$ cat config.mk
export PLATFORM = sky130hd
export DESIGN_NAME = raycast_wall_column_shader_top
export DESIGN_NICKNAME = d
export VERILOG_FILES = /design/src/hw/rtl/rcwcs_pkg.sv /design/src/hw/rtl/rcwcs_fisheye.sv /design/src/hw/rtl/rcwcs_shade.sv /design/src/hw/rtl/raycast_wall_column_shader_top.sv
export SDC_FILE = /design/constraint.sdc
export NUM_CORES = 2
export LEC_CHECK = 0
export BUFFER_PORTS_ARGS = -buffer_cell sky130_fd_sc_hd__clkbuf_2
export CORE_MARGIN = 2
export CORE_UTILIZATION = 25
export DETAILED_ROUTE_END_ITERATION = 16
export GPL_ROUTABILITY_DRIVEN = 1
export SKIP_LAST_GASP = 1
export SLEW_MARGIN = 25
export SYNTH_ARGS = -nofsm -noshare
export SYNTH_HDL_FRONTEND = slang
export SYNTH_SLANG_ARGS = --single-unit
$ cat constraint.sdc
create_clock -name clk -period 165.5 [get_ports clk]
set_input_delay 0 -clock clk [delete_from_list [all_inputs] [get_ports clk]]
set_output_delay 0 -clock clk [all_outputs]
set_load 0.01 [all_outputs]
$ cat src/hw/rtl/rcwcs_pkg.sv
`default_nettype none

package rcwcs_pkg;

    // Field widths
    localparam int COL_W   = 8;
    localparam int COORD_W = 16;
    localparam int W_W     = 12;   // screen width / height registers
    localparam int CFG_W   = 12;

    // Angle arithmetic, 2^ANG_W steps per turn
    localparam int ANG_W   = 12;
    localparam int A_W     = ANG_W - 1;          // folded angle 0 .. quarter turn
    localparam int ASQ_W   = 2 * ANG_W - 3;      // a^2
    localparam int DEN_W   = 2 * ANG_W + 1;      // 2^(2A) + 4a^2
    localparam logic [ANG_W-1:0] ANG_HALF = ANG_W'(1 << (ANG_W - 1));
    localparam logic [ANG_W-1:0] ANG_QTR  = ANG_W'(1 << (ANG_W - 2));
    localparam logic [DEN_W-1:0] COS_ONE  = DEN_W'(1) << (2 * ANG_W);

    // Cosine result, Q1.14
    localparam int COS_FRAC  = 14;
    localparam int COS_W     = COS_FRAC + 1;
    localparam int COS_STEPS = COS_W;

    // Shading
    localparam int W16_W      = W_W + 4;          // 16 * width
    localparam int DIFF_W     = W16_W + 8;        // 16 * width * 255 and 150 * depth
    localparam int HN_W       = W_W + 10;         // height * 800
    localparam int BLUE_W     = 8;
    localparam int BLUE_STEPS = BLUE_W;
    localparam int BAR_W      = 12;
    localparam int BAR_STEPS  = BAR_W;

    localparam logic [7:0] BLUE_BRIGHT = 8'd255;   // 150 + 105
    localparam logic [7:0] BLUE_DIM    = 8'd140;   // 150 - 10
    localparam logic [7:0] BLUE_FALL   = 8'd150;
    localparam logic [9:0] BAR_SCALE   = 10'd800;  // 50 * 16 for Q12.4 distance
    localparam logic [BLUE_W-1:0] BLUE_MAX = 8'd255;

    typedef enum logic [1:0] {
        REG_FISHEYE = 2'd0,
        REG_WIDTH   = 2'd1,
        REG_HEIGHT  = 2'd2
    } cfg_reg_t;

    typedef struct packed {
        logic [COL_W-1:0]   col;
        logic               hit;
        logic [COORD_W-1:0] depth;
        logic               bright;
    } item_t;

endpackage

`default_nettype wire

$ cat src/hw/rtl/rcwcs_fisheye.sv
`default_nettype none

module rcwcs_fisheye import rcwcs_pkg::*;
(
    input  wire logic               clk,
    input  wire logic               rst_n,
    input  wire logic               adv,
    input  wire logic               fisheye_correct,
    input  wire logic               in_vld,
    input  wire item_t              in_item,
    input  wire logic [ANG_W-1:0]   view_angle,
    input  wire logic [ANG_W-1:0]   ray_angle,
    input  wire logic [COORD_W-1:0] origin_x,
    input  wire logic [COORD_W-1:0] origin_y,
    input  wire logic [COORD_W-1:0] wall_start_x,
    input  wire logic [COORD_W-1:0] wall_start_y,
    input  wire logic [COORD_W-1:0] wall_end_x,
    input  wire logic [COORD_W-1:0] wall_end_y,
    output logic                    out_vld,
    output item_t                   out_item
);

    // stage A: angle fold, wall side test
    logic             a_vld_reg;
    item_t            a_item_reg;
    logic [A_W-1:0]   a_ang_reg;
    logic             a_neg_reg;
    // stage B: a^2
    logic             b_vld_reg;
    item_t            b_item_reg;
    logic             b_neg_reg;
    logic [ASQ_W-1:0] b_asq_reg;
    // stage C: numerator / denominator of the rational cosine
    logic             c_vld_reg;
    item_t            c_item_reg;
    logic             c_neg_reg;
    logic [DEN_W-1:0] c_num_reg;
    logic [DEN_W-1:0] c_den_reg;
    // divider stages, one quotient bit each
    logic             dv_vld_reg  [COS_STEPS];
    item_t            dv_item_reg [COS_STEPS];
    logic             dv_neg_reg  [COS_STEPS];
    logic [DEN_W-1:0] dv_rem_reg  [COS_STEPS];
    logic [DEN_W-1:0] dv_den_reg  [COS_STEPS];
    logic [COS_W-1:0] dv_q_reg    [COS_STEPS];
    logic [DEN_W-1:0] dv_rem_next [COS_STEPS];
    logic [COS_W-1:0] dv_q_next   [COS_STEPS];
    // stage M: distance times cosine
    logic             m_vld_reg;
    item_t            m_item_reg;

    logic [ANG_W-1:0]         ang_diff;
    logic [ANG_W-1:0]         ang_fold;
    logic                     a_neg_next;
    logic [A_W-1:0]           a_ang_next;
    logic                     bright_next;
    item_t                    a_item_next;
    logic [2*A_W-1:0]         asq_full;
    item_t                    m_item_next;
    logic [COORD_W+COS_W-1:0] dist_prod;

    always_comb
    begin
        ang_diff   = view_angle - ray_angle;
        ang_fold   = (ang_diff > ANG_HALF) ? (ANG_W'(0) - ang_diff) : ang_diff;
        a_neg_next = ang_fold > ANG_QTR;
        a_ang_next = a_neg_next ? A_W'(ANG_HALF - ang_fold) : A_W'(ang_fold);
        // origin above a horizontal wall or right of a vertical wall
        bright_next = ((wall_start_y == wall_end_y) && (origin_y < wall_start_y)) ||
                      ((wall_start_x == wall_end_x) && (origin_x > wall_start_x));
        a_item_next        = in_item;
        a_item_next.bright = bright_next;
    end

    assign asq_full = a_ang_reg * a_ang_reg;

    // restoring division, quotient below 2^COS_W so the first remainder is num >> 1
    always_comb
    begin
        logic [DEN_W-1:0] rem_in;
        logic [DEN_W-1:0] den_in;
        logic [COS_W-1:0] q_in;
        logic             bit_in;
        logic [DEN_W:0]   trial;
        for (int k = 0; k < COS_STEPS; k++)
        begin
            if (k == 0)
            begin
                rem_in = c_num_reg >> 1;
                bit_in = c_num_reg[0];
                den_in = c_den_reg;
                q_in   = '0;
            end
            else
            begin
                rem_in = dv_rem_reg[k-1];
                bit_in = 1'b0;
                den_in = dv_den_reg[k-1];
                q_in   = dv_q_reg[k-1];
            end
            trial = {rem_in, bit_in};
            if (trial >= {1'b0, den_in})
            begin
                dv_rem_next[k] = DEN_W'(trial - {1'b0, den_in});
                dv_q_next[k]   = {q_in[COS_W-2:0], 1'b1};
            end
            else
            begin
                dv_rem_next[k] = trial[DEN_W-1:0];
                dv_q_next[k]   = {q_in[COS_W-2:0], 1'b0};
            end
        end
    end

    assign dist_prod = dv_item_reg[COS_STEPS-1].depth * dv_q_reg[COS_STEPS-1];

    always_comb
    begin
        m_item_next = dv_item_reg[COS_STEPS-1];
        if (fisheye_correct)
        begin
            m_item_next.depth = dv_neg_reg[COS_STEPS-1] ? '0
                                                        : dist_prod[COS_FRAC +: COORD_W];
        end
    end

    always_ff @(posedge clk or negedge rst_n)
    begin
        if (!rst_n)
        begin
            a_vld_reg <= 1'b0;
            b_vld_reg <= 1'b0;
            c_vld_reg <= 1'b0;
            m_vld_reg <= 1'b0;
            for (int k = 0; k < COS_STEPS; k++)
            begin
                dv_vld_reg[k] <= 1'b0;
            end
        end
        else if (adv)
        begin
            a_vld_reg     <= in_vld;
            b_vld_reg     <= a_vld_reg;
            c_vld_reg     <= b_vld_reg;
            dv_vld_reg[0] <= c_vld_reg;
            for (int k = 1; k < COS_STEPS; k++)
            begin
                dv_vld_reg[k] <= dv_vld_reg[k-1];
            end
            m_vld_reg <= dv_vld_reg[COS_STEPS-1];
        end
    end

    always_ff @(posedge clk)
    begin
        if (adv)
        begin
            a_item_reg <= a_item_next;
            a_ang_reg  <= a_ang_next;
            a_neg_reg  <= a_neg_next;

            b_item_reg <= a_item_reg;
            b_neg_reg  <= a_neg_reg;
            b_asq_reg  <= asq_full[ASQ_W-1:0];

            c_item_reg <= b_item_reg;
            c_neg_reg  <= b_neg_reg;
            c_num_reg  <= COS_ONE - {b_asq_reg, 4'b0000};
            c_den_reg  <= COS_ONE + DEN_W'({b_asq_reg, 2'b00});

            for (int k = 0; k < COS_STEPS; k++)
            begin
                dv_item_reg[k] <= (k == 0) ? c_item_reg : dv_item_reg[k-1];
                dv_neg_reg[k]  <= (k == 0) ? c_neg_reg  : dv_neg_reg[k-1];
                dv_den_reg[k]  <= (k == 0) ? c_den_reg  : dv_den_reg[k-1];
                dv_rem_reg[k]  <= dv_rem_next[k];
                dv_q_reg[k]    <= dv_q_next[k];
            end

            m_item_reg <= m_item_next;
        end
    end

    assign out_vld  = m_vld_reg;
    assign out_item = m_item_reg;

endmodule

`default_nettype wire

$ cat src/hw/rtl/rcwcs_shade.sv
`default_nettype none

module rcwcs_shade import rcwcs_pkg::*;
(
    input  wire logic               clk,
    input  wire logic               rst_n,
    input  wire logic               adv,
    input  wire logic [W_W-1:0]     screen_width,
    input  wire logic [W_W-1:0]     screen_height,
    input  wire logic               in_vld,
    input  wire item_t              in_item,
    output logic                    out_vld,
    output logic [COL_W-1:0]        out_column,
    output logic                    draw,
    output logic [BLUE_W-1:0]       blue_level,
    output logic [BAR_W-1:0]        bar_height
);

    // stage P: constant products
    logic               p_vld_reg;
    item_t              p_item_reg;
    logic [DIFF_W-1:0]  p_pos_reg;
    logic [DIFF_W-1:0]  p_negp_reg;
    logic [HN_W-1:0]    p_hn_reg;
    logic [W16_W-1:0]   p_w16_reg;
    // stage Q: brightness numerator
    logic               q_vld_reg;
    item_t              q_item_reg;
    logic               q_pos_reg;
    logic [DIFF_W-1:0]  q_diff_reg;
    logic [HN_W-1:0]    q_hn_reg;
    logic [W16_W-1:0]   q_w16_reg;
    // stage R: saturation tests, first remainders
    logic               r_vld_reg;
    item_t              r_item_reg;
    logic               r_bzero_reg;
    logic               r_bsat_reg;
    logic [W16_W-1:0]   r_brem_reg;
    logic [BLUE_W-1:0]  r_blo_reg;
    logic [W16_W-1:0]   r_w16_reg;
    logic               r_hsat_reg;
    logic [COORD_W-1:0] r_hrem_reg;
    logic [BAR_W-1:0]   r_hlo_reg;
    // divider stages: bar on every stage, blue on the first BLUE_STEPS
    logic               s_vld_reg   [BAR_STEPS];
    item_t              s_item_reg  [BAR_STEPS];
    logic               s_bzero_reg [BAR_STEPS];
    logic               s_bsat_reg  [BAR_STEPS];
    logic [W16_W-1:0]   s_brem_reg  [BAR_STEPS];
    logic [BLUE_W-1:0]  s_blo_reg   [BAR_STEPS];
    logic [BLUE_W-1:0]  s_bq_reg    [BAR_STEPS];
    logic [W16_W-1:0]   s_w16_reg   [BAR_STEPS];
    logic               s_hsat_reg  [BAR_STEPS];
    logic [COORD_W-1:0] s_hrem_reg  [BAR_STEPS];
    logic [BAR_W-1:0]   s_hlo_reg   [BAR_STEPS];
    logic [BAR_W-1:0]   s_hq_reg    [BAR_STEPS];

    logic [W16_W-1:0]   s_brem_next [BAR_STEPS];
    logic [BLUE_W-1:0]  s_blo_next  [BAR_STEPS];
    logic [BLUE_W-1:0]  s_bq_next   [BAR_STEPS];
    logic [COORD_W-1:0] s_hrem_next [BAR_STEPS];
    logic [BAR_W-1:0]   s_hlo_next  [BAR_STEPS];
    logic [BAR_W-1:0]   s_hq_next   [BAR_STEPS];

    // output stage
    logic               o_vld_reg;
    logic [COL_W-1:0]   o_col_reg;
    logic               o_draw_reg;
    logic [BLUE_W-1:0]  o_blue_reg;
    logic [BAR_W-1:0]   o_bar_reg;

    logic [W_W-1:0]     w_eff;
    logic [7:0]         blue_top;
    logic [BLUE_W-1:0]  blue_next;
    logic [BAR_W-1:0]   bar_next;
    item_t              s_last;

    always_comb
    begin
        w_eff    = (screen_width == '0) ? W_W'(1) : screen_width;
        blue_top = in_item.bright ? BLUE_BRIGHT : BLUE_DIM;
    end

    always_comb
    begin
        logic [W16_W-1:0]   brem_in;
        logic [BLUE_W-1:0]  blo_in;
        logic [BLUE_W-1:0]  bq_in;
        logic [W16_W-1:0]   w16_in;
        logic [COORD_W-1:0] hrem_in;
        logic [BAR_W-1:0]   hlo_in;
        logic [BAR_W-1:0]   hq_in;
        logic [COORD_W-1:0] depth_in;
        logic [W16_W:0]     btrial;
        logic [COORD_W:0]   htrial;
        for (int k = 0; k < BAR_STEPS; k++)
        begin
            if (k == 0)
            begin
                brem_in  = r_brem_reg;
                blo_in   = r_blo_reg;
                bq_in    = '0;
                w16_in   = r_w16_reg;
                hrem_in  = r_hrem_reg;
                hlo_in   = r_hlo_reg;
                hq_in    = '0;
                depth_in = r_item_reg.depth;
            end
            else
            begin
                brem_in  = s_brem_reg[k-1];
                blo_in   = s_blo_reg[k-1];
                bq_in    = s_bq_reg[k-1];
                w16_in   = s_w16_reg[k-1];
                hrem_in  = s_hrem_reg[k-1];
                hlo_in   = s_hlo_reg[k-1];
                hq_in    = s_hq_reg[k-1];
                depth_in = s_item_reg[k-1].depth;
            end

            btrial = {brem_in, blo_in[BLUE_W-1]};
            if (k >= BLUE_STEPS)
            begin
                s_brem_next[k] = brem_in;
                s_blo_next[k]  = blo_in;
                s_bq_next[k]   = bq_in;
            end
            else if (btrial >= {1'b0, w16_in})
            begin
                s_brem_next[k] = W16_W'(btrial - {1'b0, w16_in});
                s_blo_next[k]  = {blo_in[BLUE_W-2:0], 1'b0};
                s_bq_next[k]   = {bq_in[BLUE_W-2:0], 1'b1};
            end
            else
            begin
                s_brem_next[k] = btrial[W16_W-1:0];
                s_blo_next[k]  = {blo_in[BLUE_W-2:0], 1'b0};
                s_bq_next[k]   = {bq_in[BLUE_W-2:0], 1'b0};
            end

            htrial = {hrem_in, hlo_in[BAR_W-1]};
            s_hlo_next[k] = {hlo_in[BAR_W-2:0], 1'b0};
            if (htrial >= {1'b0, depth_in})
            begin
                s_hrem_next[k] = COORD_W'(htrial - {1'b0, depth_in});
                s_hq_next[k]   = {hq_in[BAR_W-2:0], 1'b1};
            end
            else
            begin
                s_hrem_next[k] = htrial[COORD_W-1:0];
                s_hq_next[k]   = {hq_in[BAR_W-2:0], 1'b0};
            end
        end
    end

    always_comb
    begin
        s_last = s_item_reg[BAR_STEPS-1];
        if (!s_last.hit || s_bzero_reg[BAR_STEPS-1])
        begin
            blue_next = '0;
        end
        else if (s_bsat_reg[BAR_STEPS-1])
        begin
            blue_next = BLUE_MAX;
        end
        else
        begin
            blue_next = s_bq_reg[BAR_STEPS-1];
        end

        if (!s_last.hit)
        begin
            bar_next = '0;
        end
        else if (s_hsat_reg[BAR_STEPS-1] || (s_hq_reg[BAR_STEPS-1] > screen_height))
        begin
            bar_next = screen_height;
        end
        else
        begin
            bar_next = s_hq_reg[BAR_STEPS-1];
        end
    end

    always_ff @(posedge clk or negedge rst_n)
    begin
        if (!rst_n)
        begin
            p_vld_reg <= 1'b0;
            q_vld_reg <= 1'b0;
            r_vld_reg <= 1'b0;
            o_vld_reg <= 1'b0;
            for (int k = 0; k < BAR_STEPS; k++)
            begin
                s_vld_reg[k] <= 1'b0;
            end
        end
        else if (adv)
        begin
            p_vld_reg    <= in_vld;
            q_vld_reg    <= p_vld_reg;
            r_vld_reg    <= q_vld_reg;
            s_vld_reg[0] <= r_vld_reg;
            for (int k = 1; k < BAR_STEPS; k++)
            begin
                s_vld_reg[k] <= s_vld_reg[k-1];
            end
            o_vld_reg <= s_vld_reg[BAR_STEPS-1];
        end
    end

    always_ff @(posedge clk)
    begin
        if (adv)
        begin
            p_item_reg <= in_item;
            p_pos_reg  <= (DIFF_W'(w_eff) * DIFF_W'(blue_top)) << 4;
            p_negp_reg <= DIFF_W'(in_item.depth) * DIFF_W'(BLUE_FALL);
            p_hn_reg   <= HN_W'(screen_height) * HN_W'(BAR_SCALE);
            p_w16_reg  <= {w_eff, 4'b0000};

            q_item_reg <= p_item_reg;
            q_pos_reg  <= p_pos_reg > p_negp_reg;
            q_diff_reg <= p_pos_reg - p_negp_reg;
            q_hn_reg   <= p_hn_reg;
            q_w16_reg  <= p_w16_reg;

            r_item_reg  <= q_item_reg;
            r_bzero_reg <= !q_pos_reg;
            r_bsat_reg  <= q_diff_reg >= {q_w16_reg, BLUE_W'(0)};
            r_brem_reg  <= q_diff_reg[DIFF_W-1 -: W16_W];
            r_blo_reg   <= q_diff_reg[BLUE_W-1:0];
            r_w16_reg   <= q_w16_reg;
            // zero distance or quotient of 2^BAR_W or more: capped at height
            r_hsat_reg  <= (q_item_reg.depth == '0) ||
                           ((COORD_W+BAR_STEPS)'(q_hn_reg) >=
                            {q_item_reg.depth, BAR_STEPS'(0)});
            r_hrem_reg  <= COORD_W'(q_hn_reg >> BAR_STEPS);
            r_hlo_reg   <= q_hn_reg[BAR_W-1:0];

            for (int k = 0; k < BAR_STEPS; k++)
            begin
                s_item_reg[k]  <= (k == 0) ? r_item_reg  : s_item_reg[k-1];
                s_bzero_reg[k] <= (k == 0) ? r_bzero_reg : s_bzero_reg[k-1];
                s_bsat_reg[k]  <= (k == 0) ? r_bsat_reg  : s_bsat_reg[k-1];
                s_w16_reg[k]   <= (k == 0) ? r_w16_reg   : s_w16_reg[k-1];
                s_hsat_reg[k]  <= (k == 0) ? r_hsat_reg  : s_hsat_reg[k-1];
                s_brem_reg[k]  <= s_brem_next[k];
                s_blo_reg[k]   <= s_blo_next[k];
                s_bq_reg[k]    <= s_bq_next[k];
                s_hrem_reg[k]  <= s_hrem_next[k];
                s_hlo_reg[k]   <= s_hlo_next[k];
                s_hq_reg[k]    <= s_hq_next[k];
            end

            o_col_reg  <= s_last.col;
            o_draw_reg <= s_last.hit;
            o_blue_reg <= blue_next;
            o_bar_reg  <= bar_next;
        end
    end

    assign out_vld    = o_vld_reg;
    assign out_column = o_col_reg;
    assign draw       = o_draw_reg;
    assign blue_level = o_blue_reg;
    assign bar_height = o_bar_reg;

endmodule

`default_nettype wire

$ cat src/hw/rtl/raycast_wall_column_shader_top.sv
// A column passes through the fisheye stages, then the shading stages, to out_valid.
// Throughput: one column per clock unless the output stalls; 15 cosine
// divider stages and 12 bar height divider stages set the depth.
// An output stall freezes every stage, so in_ready follows out_ready then.
// Reset clears all valid bits; fisheye_correct = 1, width 800, height 600.
`default_nettype none

module raycast_wall_column_shader_top import rcwcs_pkg::*;
(
    input  wire logic               clk,
    input  wire logic               rst_n,

    input  wire logic               cfg_we,
    input  wire logic [1:0]         cfg_index,
    input  wire logic [CFG_W-1:0]   cfg_data,

    input  wire logic               in_valid,
    output logic                    in_ready,
    input  wire logic [COL_W-1:0]   column,
    input  wire logic               hit,
    input  wire logic [COORD_W-1:0] hit_distance,
    input  wire logic [ANG_W-1:0]   view_angle,
    input  wire logic [ANG_W-1:0]   ray_angle,
    input  wire logic [COORD_W-1:0] origin_x,
    input  wire logic [COORD_W-1:0] origin_y,
    input  wire logic [COORD_W-1:0] wall_start_x,
    input  wire logic [COORD_W-1:0] wall_start_y,
    input  wire logic [COORD_W-1:0] wall_end_x,
    input  wire logic [COORD_W-1:0] wall_end_y,

    output logic                    out_valid,
    input  wire logic               out_ready,
    output logic [COL_W-1:0]        out_column,
    output logic                    draw,
    output logic [BLUE_W-1:0]       blue_level,
    output logic [BAR_W-1:0]        bar_height
);

    logic           fisheye_reg;
    logic [W_W-1:0] width_reg;
    logic [W_W-1:0] height_reg;

    logic           adv;
    item_t          in_item;
    logic           fe_vld;
    item_t          fe_item;

    always_ff @(posedge clk or negedge rst_n)
    begin
        if (!rst_n)
        begin
            fisheye_reg <= 1'b1;
            width_reg   <= W_W'(800);
            height_reg  <= W_W'(600);
        end
        else if (cfg_we)
        begin
            unique case (cfg_reg_t'(cfg_index))
                REG_FISHEYE: fisheye_reg <= cfg_data[0];
                REG_WIDTH:   width_reg   <= cfg_data[W_W-1:0];
                REG_HEIGHT:  height_reg  <= cfg_data[W_W-1:0];
                default:     ;
            endcase
        end
    end

    // whole pipeline moves unless a finished result is waiting for transfer
    assign adv      = !out_valid || out_ready;
    assign in_ready = adv;

    always_comb
    begin
        in_item.col    = column;
        in_item.hit    = hit;
        in_item.depth  = hit_distance;
        in_item.bright = 1'b0;
    end

    rcwcs_fisheye u_fisheye (
        .clk             (clk),
        .rst_n           (rst_n),
        .adv             (adv),
        .fisheye_correct (fisheye_reg),
        .in_vld          (in_valid),
        .in_item         (in_item),
        .view_angle      (view_angle),
        .ray_angle       (ray_angle),
        .origin_x        (origin_x),
        .origin_y        (origin_y),
        .wall_start_x    (wall_start_x),
        .wall_start_y    (wall_start_y),
        .wall_end_x      (wall_end_x),
        .wall_end_y      (wall_end_y),
        .out_vld         (fe_vld),
        .out_item        (fe_item)
    );

    rcwcs_shade u_shade (
        .clk           (clk),
        .rst_n         (rst_n),
        .adv           (adv),
        .screen_width  (width_reg),
        .screen_height (height_reg),
        .in_vld        (fe_vld),
        .in_item       (fe_item),
        .out_vld       (out_valid),
        .out_column    (out_column),
        .draw          (draw),
        .blue_level    (blue_level),
        .bar_height    (bar_height)
    );

endmodule

`default_nettype wire

==> metrics.md <==
| Metric | Value |
|---|---|
| Status | `completed` |
| RSZ-0062 raised after global routing | `no` |
| Syn_area_per_cell | `12.8 sq um` |
| Multi-input logic area | `0.0481 sq mm` |
| Post-synthesis adder-cell area fraction | `0.148` |
| Initial Util | `0.251` |
| Simple-gate share of the synthesized area | `0.0813` |
| NumNets Final | `12100` |
| First-pass GRT wire length | `387000 microns` |
| Pre-antenna DRT Iters | `5` |
| Critical Path RT | `166.20 ns` |
| Share of layout cells above drive strength 1 | `0.0911` |
| Pin count of the biggest net entering global routing | `172` |
| IO Count | `195` |
| Setup_tns | `0 ns` |
| Residual DRC | `0` |
| Drt wl/cell | `13.4 microns` |
| Mapped Cells | `10100` |
| Max Cap Viol | `0` |
| Clock Tree Buf Depth | `4` |
| Core Region | `0.516 sq mm` |
| Setup crit end kind | `flop` |
| Xor/xnor share of the synthesized area | `0.0382` |
| Row Count | `264` |
| Post-CTS Setup Repair Bufs | `0` |
| Vias per inst | `4.15` |
| Synth top cells by count | `edfxtp_1 (2457), inv_1 (1453), ha_1 (971)` |
| Synth top area cells | `edfxtp_1 (57%), ha_1 (9.4%), fa_1 (5.4%), inv_1 (4.2%), xnor2_1 (2.5%)` |
| GRT overflow | `0` |
| Placer Congestion | `0.839` |
| Reg area | `0.0753 sq mm` |
| Max reg flops | `390` |
| Main flop type after synthesis | `edfxtp_1` |
| Post-CTS sizing | `0` |
| Setup violators final | `0` |
| Distinct cells, synth | `84` |
| CTS buffer count | `290` |
| Post-synthesis mux area share | `0.0228` |
| Worst-margin pin slew | `0.987 ns` |
| Initial drt markers | `4001` |
| TritonCTS sink count | `2517` |
| Synth Area in Compound Gates | `0.0808` |
| Top-area cell type share of the netlist area | `0.570` |
| Hold Path Class | `input pin to flop` |
| Yosys warnings | `0` |
| Htree depth | `5` |
| Max-slew violation count | `0` |
| DIE WIDTH | `723 microns` |
| Synthesized area | `0.129 sq mm` |
| Crit path time final | `7.40 ns` |
| Worst-path clk slew | `0.06 ns` |
| Antenna violations before repair | `2` |
| Combinational family with the most area after synthesis | `adder cells` |
| Die H | `723 microns` |
| Clock Tree Root | `clkbuf_16` |
| Post-synth ARST share | `0.0238` |
| Port-buffer cells | `194` |
| Tcrit/Tclk final | `0.0447` |
| Final Hold Fails | `0` |
| Post-route ant nets | `0` |
| Max FO, Critical Path | `16` |
| Vias in the first global route | `74600` |
| CP Class | `flop to flop` |
| CTS tree | `done` |
| Register area share after synthesis | `0.582` |
| Biggest area consumer among synthesized cells | `edfxtp_1` |
| DR vias | `73800` |
| Fillers | `52100` |
| Fin Clk Skew | `0.0977 ns` |
| DRT Wirelength | `239000 microns` |
| CP arrival | `8.10 ns` |
| Slew HR | `0.342` |
| Post-synth EDFFs | `2457` |
| Critical Path Start Type | `flop` |
| Seq cells post-synth | `2517` |
| Tot GR Track Use | `0.0893` |
| Clock Latency Late Sink | `0.94 ns` |
| Post-DP HPWL | `174000 microns` |
| Post-synthesis net count | `11600` |
| Area Growth Syn to Fin | `15.5%` |
| Top-count cell post-synth | `edfxtp_1` |
| Full die area | `0.523 sq mm` |
| Achievable Freq | `135 MHz` |
==> routing by layer <==
layer  share of wire  track usage
met5               0            0
met3           0.034       0.0144
met4           0.035       0.0294
met1            0.42        0.105
met2            0.51        0.165
==> stage by stage <==
step	instances	util	hold WS [ns]	setup WS (ns)	area, sq um
floorplan	10100	-	-0.296	89.99	129000
global placement	17100	0.269	-0.106	157.97	139000
detailed placement	17100	0.269	-0.107	157.97	139000
CTS	17800	0.289	0.0290	158.01	149000
global route	17800	0.290	0.0584	157.52	149000
finish	17800	0.290	0.0698	158.10	150000
==> layout make-up <==
class                      instances  area share
sequential                      2517       0.504
multi-input combinational       6002       0.322
tap                             6916      0.0579
clock buffer                     350      0.0505
inverter                        1453      0.0365
timing repair buffer             370      0.0176
clock inverter                   168      0.0121
antenna                            2   0.0000335
==> logic make-up (layout without fill, tap and decap cells) <==
group,Yosys count,after routing
flops,2517,2517
simple gates,2161,2161
compound gates,1691,1691
buf+inv,1614,2341
fa+ha+maj,1322,1322
xor+xnor,562,562
mux,266,266
other cells,0,2
==> repair_timing <==
item                                    in CTS  in global routing
hold endpoints to repair                   148                  0
endpoints found under the setup margin       0                  0
hold buffers                               109                  0
==> worst max-delay path, stage by stage, from the launching register on <==
cell      delay [ns]
edfxtp_1        0.63
and2_1          0.27
fa_1            0.53
inv_1           0.06
fa_1            0.53
inv_1           0.06
fa_1            0.49
inv_1           0.05
fa_1            0.47
inv_1           0.06
fa_1            0.53
inv_1           0.05
fa_1            0.53
inv_1           0.04
ha_1            0.28
o21a_1          0.10
o21ai_0         0.20
nor2_1          0.08
a221o_1         0.39
a221o_1         0.43
a41oi_1         0.40
nand2b_1        0.17
a221oi_1        0.35
xnor2_1         0.16
nor2_1          0.05
mux2_2          0.27
==> final timing paths <==
kind                                                end                           from  slack (ns)  cells past startpoint
max                              u_fisheye.out_item[16]  u_fisheye.dv_item_reg[1][162]      158.10                     25
min                                       height_reg[0]                    cfg_data[0]        0.07                      3
max reg2reg                      u_fisheye.out_item[16]  u_fisheye.dv_item_reg[1][162]      158.10                     25
min reg2reg                u_fisheye.dv_item_reg[1][74]   u_fisheye.dv_item_reg[1][48]        0.37                      0
max in group asynchronous          u_shade.s_vld_reg[8]                          rst_n      163.91                      4
min in group asynchronous      u_fisheye.dv_vld_reg[11]                          rst_n        0.33                      3
==> cells in the final DEF, fill, tap and decap left out, types with 144 or more instances in the layout <==
| cell type | synthesis | final |
|---|---|---|
| clkbuf_16 | 0 | 292 |
| a21o_1 | 153 | 153 |
| xnor2_1 | 374 | 374 |
| mux2_2 | 235 | 235 |
| fa_1 | 351 | 351 |
| inv_1 | 1453 | 1453 |
| nor2b_1 | 144 | 144 |
| nor2_1 | 598 | 598 |
| and2_1 | 208 | 208 |
| xor2_1 | 186 | 186 |
| clkbuf_2 | 0 | 193 |
| nand2_1 | 517 | 517 |
| ha_1 | 971 | 971 |
| edfxtp_1 | 2457 | 2457 |
| nor3_1 | 154 | 152 |
| a21oi_1 | 598 | 596 |
| o21ai_0 | 403 | 402 |
Power is not shown: default switching activity piles up to over one toggle a cycle in this logic, so the estimate is an artifact.
